$ cat config.mk
export PLATFORM = sky130hd
export DESIGN_NAME = text_console_line_writer_top
export DESIGN_NICKNAME = d
export VERILOG_FILES = /design/src/design/txcon_pkg.sv /design/src/design/txcon_ctrl.sv /design/src/design/txcon_datapath.sv /design/src/design/text_console_line_writer_top.sv
export SDC_FILE = /design/constraint.sdc
export NUM_CORES = 1
export LEC_CHECK = 0
export BUFFER_PORTS_ARGS = -buffer_cell sky130_fd_sc_hd__buf_2
export CORE_MARGIN = 4
export CORE_UTILIZATION = 40
export CTS_BUF_LIST = sky130_fd_sc_hd__clkbuf_4 sky130_fd_sc_hd__clkbuf_8
export DETAILED_ROUTE_END_ITERATION = 10
export PLACE_DENSITY = 0.58
export SYNTH_ARGS = -nofsm -noshare
export SYNTH_HDL_FRONTEND = slang
export SYNTH_SLANG_ARGS = --single-unit
$ cat constraint.sdc
create_clock -name clk -period 5.25 [get_ports clk]
set_input_delay 1.05 -clock clk [delete_from_list [all_inputs] [get_ports clk]]
set_output_delay 1.05 -clock clk [all_outputs]
set_load 0.01 [all_outputs]
$ cat src/design/txcon_pkg.sv
// Shared constants, command and status types for the text console line writer.
package txcon_pkg;

  // Default geometry of the external line ring.
  localparam int unsigned ROWS_DEF      = 256;
  localparam int unsigned COLUMNS_DEF   = 64;
  localparam int unsigned TAB_WIDTH_DEF = 4;

  // Fixed field widths of the result transaction.
  localparam int unsigned CHAR_W  = 8;
  localparam int unsigned SLOT_W  = 8;
  localparam int unsigned COL_W   = 6;
  localparam int unsigned COUNT_W = 32;

  // Character codes with a meaning of their own.
  localparam logic [CHAR_W-1:0] CH_NULL    = 8'd0;
  localparam logic [CHAR_W-1:0] CH_TAB     = 8'd9;
  localparam logic [CHAR_W-1:0] CH_NEWLINE = 8'd10;
  localparam logic [CHAR_W-1:0] CH_SPACE   = 8'd32;

  // Datapath operations issued by the controller.
  typedef enum logic [1:0] {
    OP_NONE,
    OP_NEWROW,
    OP_GLYPH,
    OP_SPACE
  } op_t;

  typedef struct packed {
    op_t op;
  } cmd_t;

  typedef struct packed {
    logic is_null;
    logic is_newline;
    logic is_tab;
    logic line_full;
    logic tab_last;
    logic out_busy;
  } status_t;

endpackage

$ cat src/design/txcon_ctrl.sv
// Controller state machine: accepts characters and sequences tab expansion.
module txcon_ctrl (
  input  logic             clk,
  input  logic             rst_n,
  input  logic             in_valid,
  output logic             in_stall,
  input  txcon_pkg::status_t status,
  output txcon_pkg::cmd_t    cmd
);
  import txcon_pkg::*;

  localparam logic ST_IDLE = 1'b0;
  localparam logic ST_TAB  = 1'b1;

  logic state_r;
  logic state_nxt;
  logic slot_free;

  // The output register can take a new result when empty or being drained.
  assign slot_free = !status.out_busy;

  // Decide the operation, the next state and the input stall.
  always_comb begin
    state_nxt = state_r;
    cmd.op    = OP_NONE;
    in_stall  = 1'b1;
    unique case (state_r)
      ST_IDLE: begin
        in_stall = !slot_free;
        if (in_valid && slot_free) begin
          priority if (status.is_null) begin
            cmd.op = OP_NONE;
          end else if (status.is_newline || status.line_full) begin
            cmd.op = OP_NEWROW;
          end else if (status.is_tab) begin
            cmd.op = OP_SPACE;
            if (!status.tab_last) begin
              state_nxt = ST_TAB;
            end
          end else begin
            cmd.op = OP_GLYPH;
          end
        end
      end
      ST_TAB: begin
        if (slot_free) begin
          cmd.op = OP_SPACE;
          if (status.tab_last) begin
            state_nxt = ST_IDLE;
          end
        end
      end
      default: begin
        state_nxt = ST_IDLE;
      end
    endcase
  end

  // State register.
  always_ff @(posedge clk) begin
    if (!rst_n) begin
      state_r <= ST_IDLE;
    end else begin
      state_r <= state_nxt;
    end
  end

endmodule

$ cat src/design/txcon_datapath.sv
// Datapath: row counter, line length, tab phase, follow row and result register.
module txcon_datapath #(
  parameter int unsigned ROWS      = txcon_pkg::ROWS_DEF,
  parameter int unsigned COLUMNS   = txcon_pkg::COLUMNS_DEF,
  parameter int unsigned TAB_WIDTH = txcon_pkg::TAB_WIDTH_DEF
) (
  input  logic                               clk,
  input  logic                               rst_n,
  input  logic [txcon_pkg::CHAR_W-1:0]       in_char_code,
  input  txcon_pkg::cmd_t                    cmd,
  output txcon_pkg::status_t                 status,
  output logic                               out_valid,
  input  logic                               out_stall,
  output logic [txcon_pkg::SLOT_W-1:0]       out_row_slot,
  output logic [txcon_pkg::COL_W-1:0]        out_column,
  output logic [txcon_pkg::CHAR_W-1:0]       out_glyph,
  output logic                               out_write_glyph,
  output logic                               out_clear_line,
  output logic [txcon_pkg::COUNT_W-1:0]      out_total_rows,
  output logic [txcon_pkg::COUNT_W-1:0]      out_follow_row,
  output logic                               out_last
);
  import txcon_pkg::*;

  localparam int unsigned SW = (ROWS > 1) ? $clog2(ROWS) : 1;
  localparam int unsigned LW = $clog2(COLUMNS + 1);
  localparam int unsigned PW = (TAB_WIDTH > 1) ? $clog2(TAB_WIDTH) : 1;
  // Tab phase after one character has been placed on a fresh line.
  localparam logic [PW-1:0] PHASE_ONE = (TAB_WIDTH > 1) ? PW'(1) : PW'(0);

  logic [COUNT_W-1:0] row_cnt_r;
  logic [COUNT_W-1:0] aim_r;
  logic [SW-1:0]      slot_r;
  logic [LW-1:0]      len_r;
  logic [PW-1:0]      phase_r;
  logic               out_valid_r;

  logic [COUNT_W-1:0] row_cnt_inc;
  logic [COUNT_W-1:0] aim_nxt;
  logic [SW-1:0]      slot_inc;
  logic [LW-1:0]      len_inc;
  logic [PW-1:0]      phase_inc;
  logic               is_newline;

  // Incremented values; the slot and the tab phase wrap at their moduli.
  // The slot also restarts when the row counter itself wraps to zero.
  assign row_cnt_inc = row_cnt_r + COUNT_W'(1);
  assign slot_inc    = ((slot_r == SW'(ROWS - 1)) || (row_cnt_inc == '0)) ? '0 :
                       slot_r + SW'(1);
  assign len_inc     = len_r + LW'(1);
  assign phase_inc   = (phase_r == PW'(TAB_WIDTH - 1)) ? '0 : phase_r + PW'(1);
  // The follow row moves only when it was level with the row counter.
  assign aim_nxt     = (row_cnt_r == aim_r) ? row_cnt_inc : aim_r;
  assign is_newline  = (in_char_code == CH_NEWLINE);

  // Status towards the controller.
  always_comb begin
    status.is_null    = (in_char_code == CH_NULL);
    status.is_newline = is_newline;
    status.is_tab     = (in_char_code == CH_TAB);
    status.line_full  = (len_r == LW'(COLUMNS));
    status.tab_last   = (phase_inc == '0) || (len_inc == LW'(COLUMNS));
    status.out_busy   = out_valid_r && out_stall;
  end

  // Line state and the output valid flag.
  always_ff @(posedge clk) begin
    if (!rst_n) begin
      row_cnt_r   <= '0;
      aim_r       <= '0;
      slot_r      <= '0;
      len_r       <= '0;
      phase_r     <= '0;
      out_valid_r <= 1'b0;
    end else begin
      unique case (cmd.op)
        OP_NEWROW: begin
          row_cnt_r <= row_cnt_inc;
          aim_r     <= aim_nxt;
          slot_r    <= slot_inc;
          len_r     <= is_newline ? LW'(0) : LW'(1);
          phase_r   <= is_newline ? PW'(0) : PHASE_ONE;
        end
        OP_GLYPH, OP_SPACE: begin
          len_r   <= len_inc;
          phase_r <= phase_inc;
        end
        OP_NONE: begin
        end
        default: begin
        end
      endcase
      if (cmd.op != OP_NONE) begin
        out_valid_r <= 1'b1;
      end else if (!out_stall) begin
        out_valid_r <= 1'b0;
      end
    end
  end

  // Result payload, loaded whenever an operation issues a write.
  always_ff @(posedge clk) begin
    unique case (cmd.op)
      OP_NEWROW: begin
        out_row_slot    <= SLOT_W'(slot_inc);
        out_column      <= '0;
        out_glyph       <= is_newline ? CH_NULL : in_char_code;
        out_write_glyph <= !is_newline;
        out_clear_line  <= 1'b1;
        out_total_rows  <= row_cnt_inc;
        out_follow_row  <= aim_nxt;
        out_last        <= 1'b1;
      end
      OP_GLYPH, OP_SPACE: begin
        out_row_slot    <= SLOT_W'(slot_r);
        out_column      <= COL_W'(len_r);
        out_glyph       <= (cmd.op == OP_SPACE) ? CH_SPACE : in_char_code;
        out_write_glyph <= 1'b1;
        out_clear_line  <= 1'b0;
        out_total_rows  <= row_cnt_r;
        out_follow_row  <= aim_r;
        out_last        <= (cmd.op == OP_SPACE) ? status.tab_last : 1'b1;
      end
      OP_NONE: begin
      end
      default: begin
      end
    endcase
  end

  assign out_valid = out_valid_r;

endmodule

$ cat src/design/text_console_line_writer_top.sv
// A result appears in the output register in the cycle after its character is accepted.
// Throughput: one character per cycle while the output is not stalled; after a tab, further input
// stalls until its last space has issued, since all spaces leave through the single output register.
// A null byte is accepted and yields no result.
// Reset (synchronous, rst_n low) clears the row counter, line length, tab phase, follow row
// and the output valid flag.
module text_console_line_writer_top #(
  parameter int unsigned ROWS      = txcon_pkg::ROWS_DEF,
  parameter int unsigned COLUMNS   = txcon_pkg::COLUMNS_DEF,
  parameter int unsigned TAB_WIDTH = txcon_pkg::TAB_WIDTH_DEF
) (
  input  logic                               clk,
  input  logic                               rst_n,
  input  logic                               in_valid,
  output logic                               in_stall,
  input  logic [txcon_pkg::CHAR_W-1:0]       in_char_code,
  output logic                               out_valid,
  input  logic                               out_stall,
  output logic [txcon_pkg::SLOT_W-1:0]       out_row_slot,
  output logic [txcon_pkg::COL_W-1:0]        out_column,
  output logic [txcon_pkg::CHAR_W-1:0]       out_glyph,
  output logic                               out_write_glyph,
  output logic                               out_clear_line,
  output logic [txcon_pkg::COUNT_W-1:0]      out_total_rows,
  output logic [txcon_pkg::COUNT_W-1:0]      out_follow_row,
  output logic                               out_last
);
  import txcon_pkg::*;

  cmd_t    cmd;
  status_t status;

  // Controller.
  txcon_ctrl u_ctrl (
    .clk      (clk),
    .rst_n    (rst_n),
    .in_valid (in_valid),
    .in_stall (in_stall),
    .status   (status),
    .cmd      (cmd)
  );

  // Datapath.
  txcon_datapath #(
    .ROWS      (ROWS),
    .COLUMNS   (COLUMNS),
    .TAB_WIDTH (TAB_WIDTH)
  ) u_datapath (
    .clk             (clk),
    .rst_n           (rst_n),
    .in_char_code    (in_char_code),
    .cmd             (cmd),
    .status          (status),
    .out_valid       (out_valid),
    .out_stall       (out_stall),
    .out_row_slot    (out_row_slot),
    .out_column      (out_column),
    .out_glyph       (out_glyph),
    .out_write_glyph (out_write_glyph),
    .out_clear_line  (out_clear_line),
    .out_total_rows  (out_total_rows),
    .out_follow_row  (out_follow_row),
    .out_last        (out_last)
  );

  // Any issued operation presents a result transaction in the next cycle.
  a_op_gives_result: assert property (@(posedge clk) disable iff (!rst_n)
    (cmd.op != OP_NONE) |=> out_valid)
    else $error("issued operation produced no result");

  // An accepted newline yields a lone clear of the new line.
  a_newline_clears: assert property (@(posedge clk) disable iff (!rst_n)
    (in_valid && !in_stall && in_char_code == CH_NEWLINE) |=>
      (out_valid && out_clear_line && !out_write_glyph && out_last))
    else $error("newline did not produce a single line clear");

  // A cleared line is always written from its first column.
  a_clear_at_col0: assert property (@(posedge clk) disable iff (!rst_n)
    (out_valid && out_clear_line) |-> (out_column == '0))
    else $error("line clear away from column zero");

  // A result without a glyph is only ever a line clear.
  a_noglyph_is_clear: assert property (@(posedge clk) disable iff (!rst_n)
    (out_valid && !out_write_glyph) |-> out_clear_line)
    else $error("result with neither glyph nor clear");

endmodule

==> impl_summary.log <==
INFO  metric fp.dieArea = 24600 um^2
INFO  metric floorplan.die.width = 157 um
INFO  metric cts_tree = done
INFO  metric maxCapViolCount = 0
INFO  metric cpPeakStageDelay = 0.78 ns
INFO  metric initial_utilization = 40.6%
INFO  metric floorplan.core_area = 21800 um^2
INFO  metric register_area_share_after_synthesis = 48.9%
INFO  metric synth_edf_count = 89
INFO  metric cts.htree.levels = 4
INFO  metric ctsHoldBuffers = 0
INFO  metric yosysWarnings = 0
INFO  metric drcViolationCount = 0
INFO  metric synth_area = 8870 um^2
INFO  metric synth_top_area_share = 30.1%
INFO  metric drtAntennaViolNets = 0
INFO  metric regToRegStartpoint = u_datapath.row_cnt_r[1]$_SDFFE_PN0N_
INFO  metric setup_slack = 1.35 ns
INFO  metric timing.fmax = 0.256 GHz
INFO  metric power.leakage = 3.84 nW
INFO  metric first_iteration_detailed_routing_drc_count = 416
INFO  metric yosys-mux-area-fraction = 1.16%
INFO  metric layout.cells.most_common = nand2_1
INFO  metric count_of_buffers_inserted_at_the_top_level_ports = 102
INFO  metric outcome = finished clean
INFO  metric boundaryPins = 103
INFO  metric synth_area_per_cell = 9.40 um^2
INFO  metric synth_compound_gate_area_share = 10.6%
INFO  metric crit_path_end_kind = register
INFO  metric clockRootBuffer = clkbuf_8
INFO  metric detailedRoute.firstPassIterationCount = 5
INFO  metric vias_in_the_first_global_route = 6186
INFO  metric report.final.slew_viol_count = 0
INFO  metric critPathLaunchType = register
INFO  metric finClkSkew = 0.0173 ns
INFO  metric floorplan.rows = 54
INFO  metric max-vdd-ir-drop = 0.000123 V
INFO  metric gp_routability_congestion = 0.857
INFO  metric yosys.area.top_type = edfxtp_1
INFO  metric min_path_type = register to register
INFO  metric power.density = 265 nW/um^2
INFO  metric dr_total_vias = 6805
INFO  metric hold_path.startpoint = u_datapath.out_valid$_SDFFE_PN0P_
INFO  metric drt-vias-per-instance = 5.25
INFO  metric numClockSinks = 172
INFO  metric critPathSlowestCell = or4_1
INFO  metric number_of_antenna_violations_at_the_first_check_in_global_routing = 0
INFO  metric net_count_synth = 962
INFO  metric cells_after_synthesis = 943
INFO  metric synth_cell_types = 60
INFO  metric setup.worst_path.class = register to register
INFO  metric synth_area_leaders = edfxtp_1 (30%), dfxtp_1 (19%), xor2_1 (6.3%), xnor2_1 (5.5%), nand2_1 (5.4%)
INFO  metric diodes = 0
INFO  metric synth_top_family_by_area = simple AND/OR/NAND/NOR gates
INFO  metric post_cts_buffers = 0
INFO  metric globalRouteOverflowTotal = 0
INFO  metric cts.reportedPaths.clkPinSlew = 0.10 ns
INFO  metric worstPathRequired = 5.46 ns
INFO  metric max-slew-margin-rel = 49.4%
INFO  metric synth_flop_cell = edfxtp_1
INFO  metric timing.critical_path.from = u_datapath.row_cnt_r[1]$_SDFFE_PN0N_
INFO  metric yosys.area_share.adder = 0.988%
INFO  metric cts_buffers = 17
INFO  metric timing.final.hold_violations = 0
INFO  metric rsz0062_at_grt = no
INFO  metric layout-area-overhead-vs-synth = 11.8%
INFO  metric post_layout_net_count = 1022
INFO  metric setup_viol = 0
INFO  metric layout_worst_path_cycle_share = 74.4%
INFO  metric basic_gate_share_of_the_synthesized_area_counting_and_or_nand_and_nor_cells = 22.1%
INFO  metric clk_latency = 0.46 ns
INFO  metric cts_resized = 0
INFO  metric post_route_wl = 21.7 mm
INFO  metric finalCriticalPeriod = 3.90 ns
INFO  metric grt_pass1_wl = 34.3 mm
INFO  metric post-dp-hpwl = 15.0 mm
INFO  metric cp.arrival = 4.11 ns
INFO  metric grt_start_max_net_pins = 53
INFO  metric synth-xor-area-share = 11.9%
INFO  metric worst-path-max-fanout = 13
INFO  metric total_power = 2.62 mW
INFO  metric pre_cts_slack = 1.25 ns
INFO  metric route.detailed.wl_per_inst = 16.8 um
INFO  metric worstMarginPinSlew = 0.754 ns
INFO  metric critical_path.cell_chain = ha_1 -> nand3_2 -> or4_1 -> nor4_2 -> xnor2_1 -> nand4_1 -> nor3_4 -> nor3_1 -> a211o_1
INFO  metric clock_tree.buffer_depth = 2
INFO  metric die_h = 157 um
INFO  metric filler_instances = 2144
INFO  metric grtUsageTotal = 17.7%
INFO  metric post_route_cells_drive_above_1_share = 17.2%
INFO  metric yosys_register_bits = 172
INFO  metric setup-tns-final = 0 ns
INFO  metric most_frequent_cells_in_the_layout = nand2_1 (126), buf_2 (102), nor2_1 (98)
INFO  metric asyncSetResetFlopFracSynth = 0%
## worst max-delay path, delay by kind of cell, from the launching register on
| kind | cells | cell delay [ns] |
|---|---|---|
| simple gates | 6 | 2.24 |
| flops | 1 | 0.53 |
| fa+ha+maj | 1 | 0.39 |
| compound gates | 1 | 0.28 |
| xor+xnor | 1 | 0.20 |
## synth_stat cells, types with 3 or more instances
cell	instances
and3_1	19
or4_1	5
or2_2	3
buf_1	4
nor4_1	17
nor3_2	4
xnor2_1	56
clkbuf_1	48
nand2b_1	5
buf_4	12
a31oi_1	5
mux2i_1	8
and4_1	5
o21ai_0	65
a211o_1	6
edfxtp_1	89
or3_1	9
a211oi_1	25
buf_2	11
nor2_1	99
nand4_1	19
o21a_1	6
inv_1	12
nor3_1	17
and2_1	14
nand2_1	127
dfxtp_1	83
xor2_1	64
a21oi_1	25
nor4_2	4
nand3_1	29
ha_1	7
## logic make-up (layout without fill, tap and decap cells)
kind of cell | count (synthesis) | count (layout)
buffers and inverters | 88 | 161
xor gates and xnor gates | 120 | 120
muxes | 10 | 10
adders and majority gates | 7 | 7
and+or+nand+nor | 393 | 393
DFF | 172 | 172
AOI/OAI and AO/OA | 153 | 153
## per-stage QoR
| stage | cells | utilization (%) | hold slack [ns] | area (um^2) |
|---|---|---|---|---|
| after CTS | 1296 | 45.4 | 0.506 | 9910 |
| after floorplan | 943 | - | 0.468 | 8870 |
| after global placement | 1264 | 43.5 | 0.480 | 9500 |
| after detailed placement | 1264 | 43.5 | 0.490 | 9500 |
| after global routing | 1296 | 45.4 | 0.542 | 9910 |
| final | 1296 | 45.4 | 0.504 | 9910 |
## report_power, final
part           total, mW  switching [mW]  leakage (nW)  internal, mW
sequential          1.47          0.0169          1.56          1.46
clock              0.981           0.528         0.204         0.454
combinational      0.167           0.116          2.08        0.0510
## sequential cells by signal (all words and copies together), names as in the netlist
name	cells
u_datapath.out_column	6
u_datapath.out_follow_row	32
u_datapath.out_valid	1
u_datapath.out_last	1
u_datapath.aim_r	32
u_datapath.out_clear_line	1
u_datapath.out_glyph	8
u_datapath.phase_r	2
u_datapath.row_cnt_r	32
u_datapath.len_r	7
u_datapath.out_write_glyph	1
u_datapath.out_total_rows	32
u_datapath.slot_r	8
u_datapath.out_row_slot	8
u_ctrl.state_r	1
## worst paths after layout
kind / end / slack (ns) / cells past startpoint
worst max-delay path: u_datapath.out_row_slot[5]$_DFFE_PP_ / 1.35 / 9
worst min-delay path: u_ctrl.state_r$_SDFF_PN0_ / 0.50 / 2
worst max register to register: u_datapath.out_row_slot[5]$_DFFE_PP_ / 1.35 / 9
worst min register to register: u_ctrl.state_r$_SDFF_PN0_ / 0.50 / 2
## layout make-up
cell class                      instances  area, um^2  share of cell area [%]
Sequential cell                       172        4330                    43.7
Multi-Input combinational cell        683        4150                    41.8
Timing Repair Buffer                  117         623                    6.28
Tap cell                              280         350                    3.53
Clock buffer                           19         255                    2.57
Clock inverter                         13         159                    1.60
Inverter                               12        45.0                   0.454
## metal layers
metal / routed length [um] / GRT usage [%] / share of wire [%]
met1: 10100 / 24.3 / 47
met5: 0 / 0 / 0
met2: 10100 / 27.9 / 47
met4: 381 / 5.87 / 1.8
met3: 1100 / 3.88 / 5.1
Note: power is estimated with default switching activity, not from simulation.
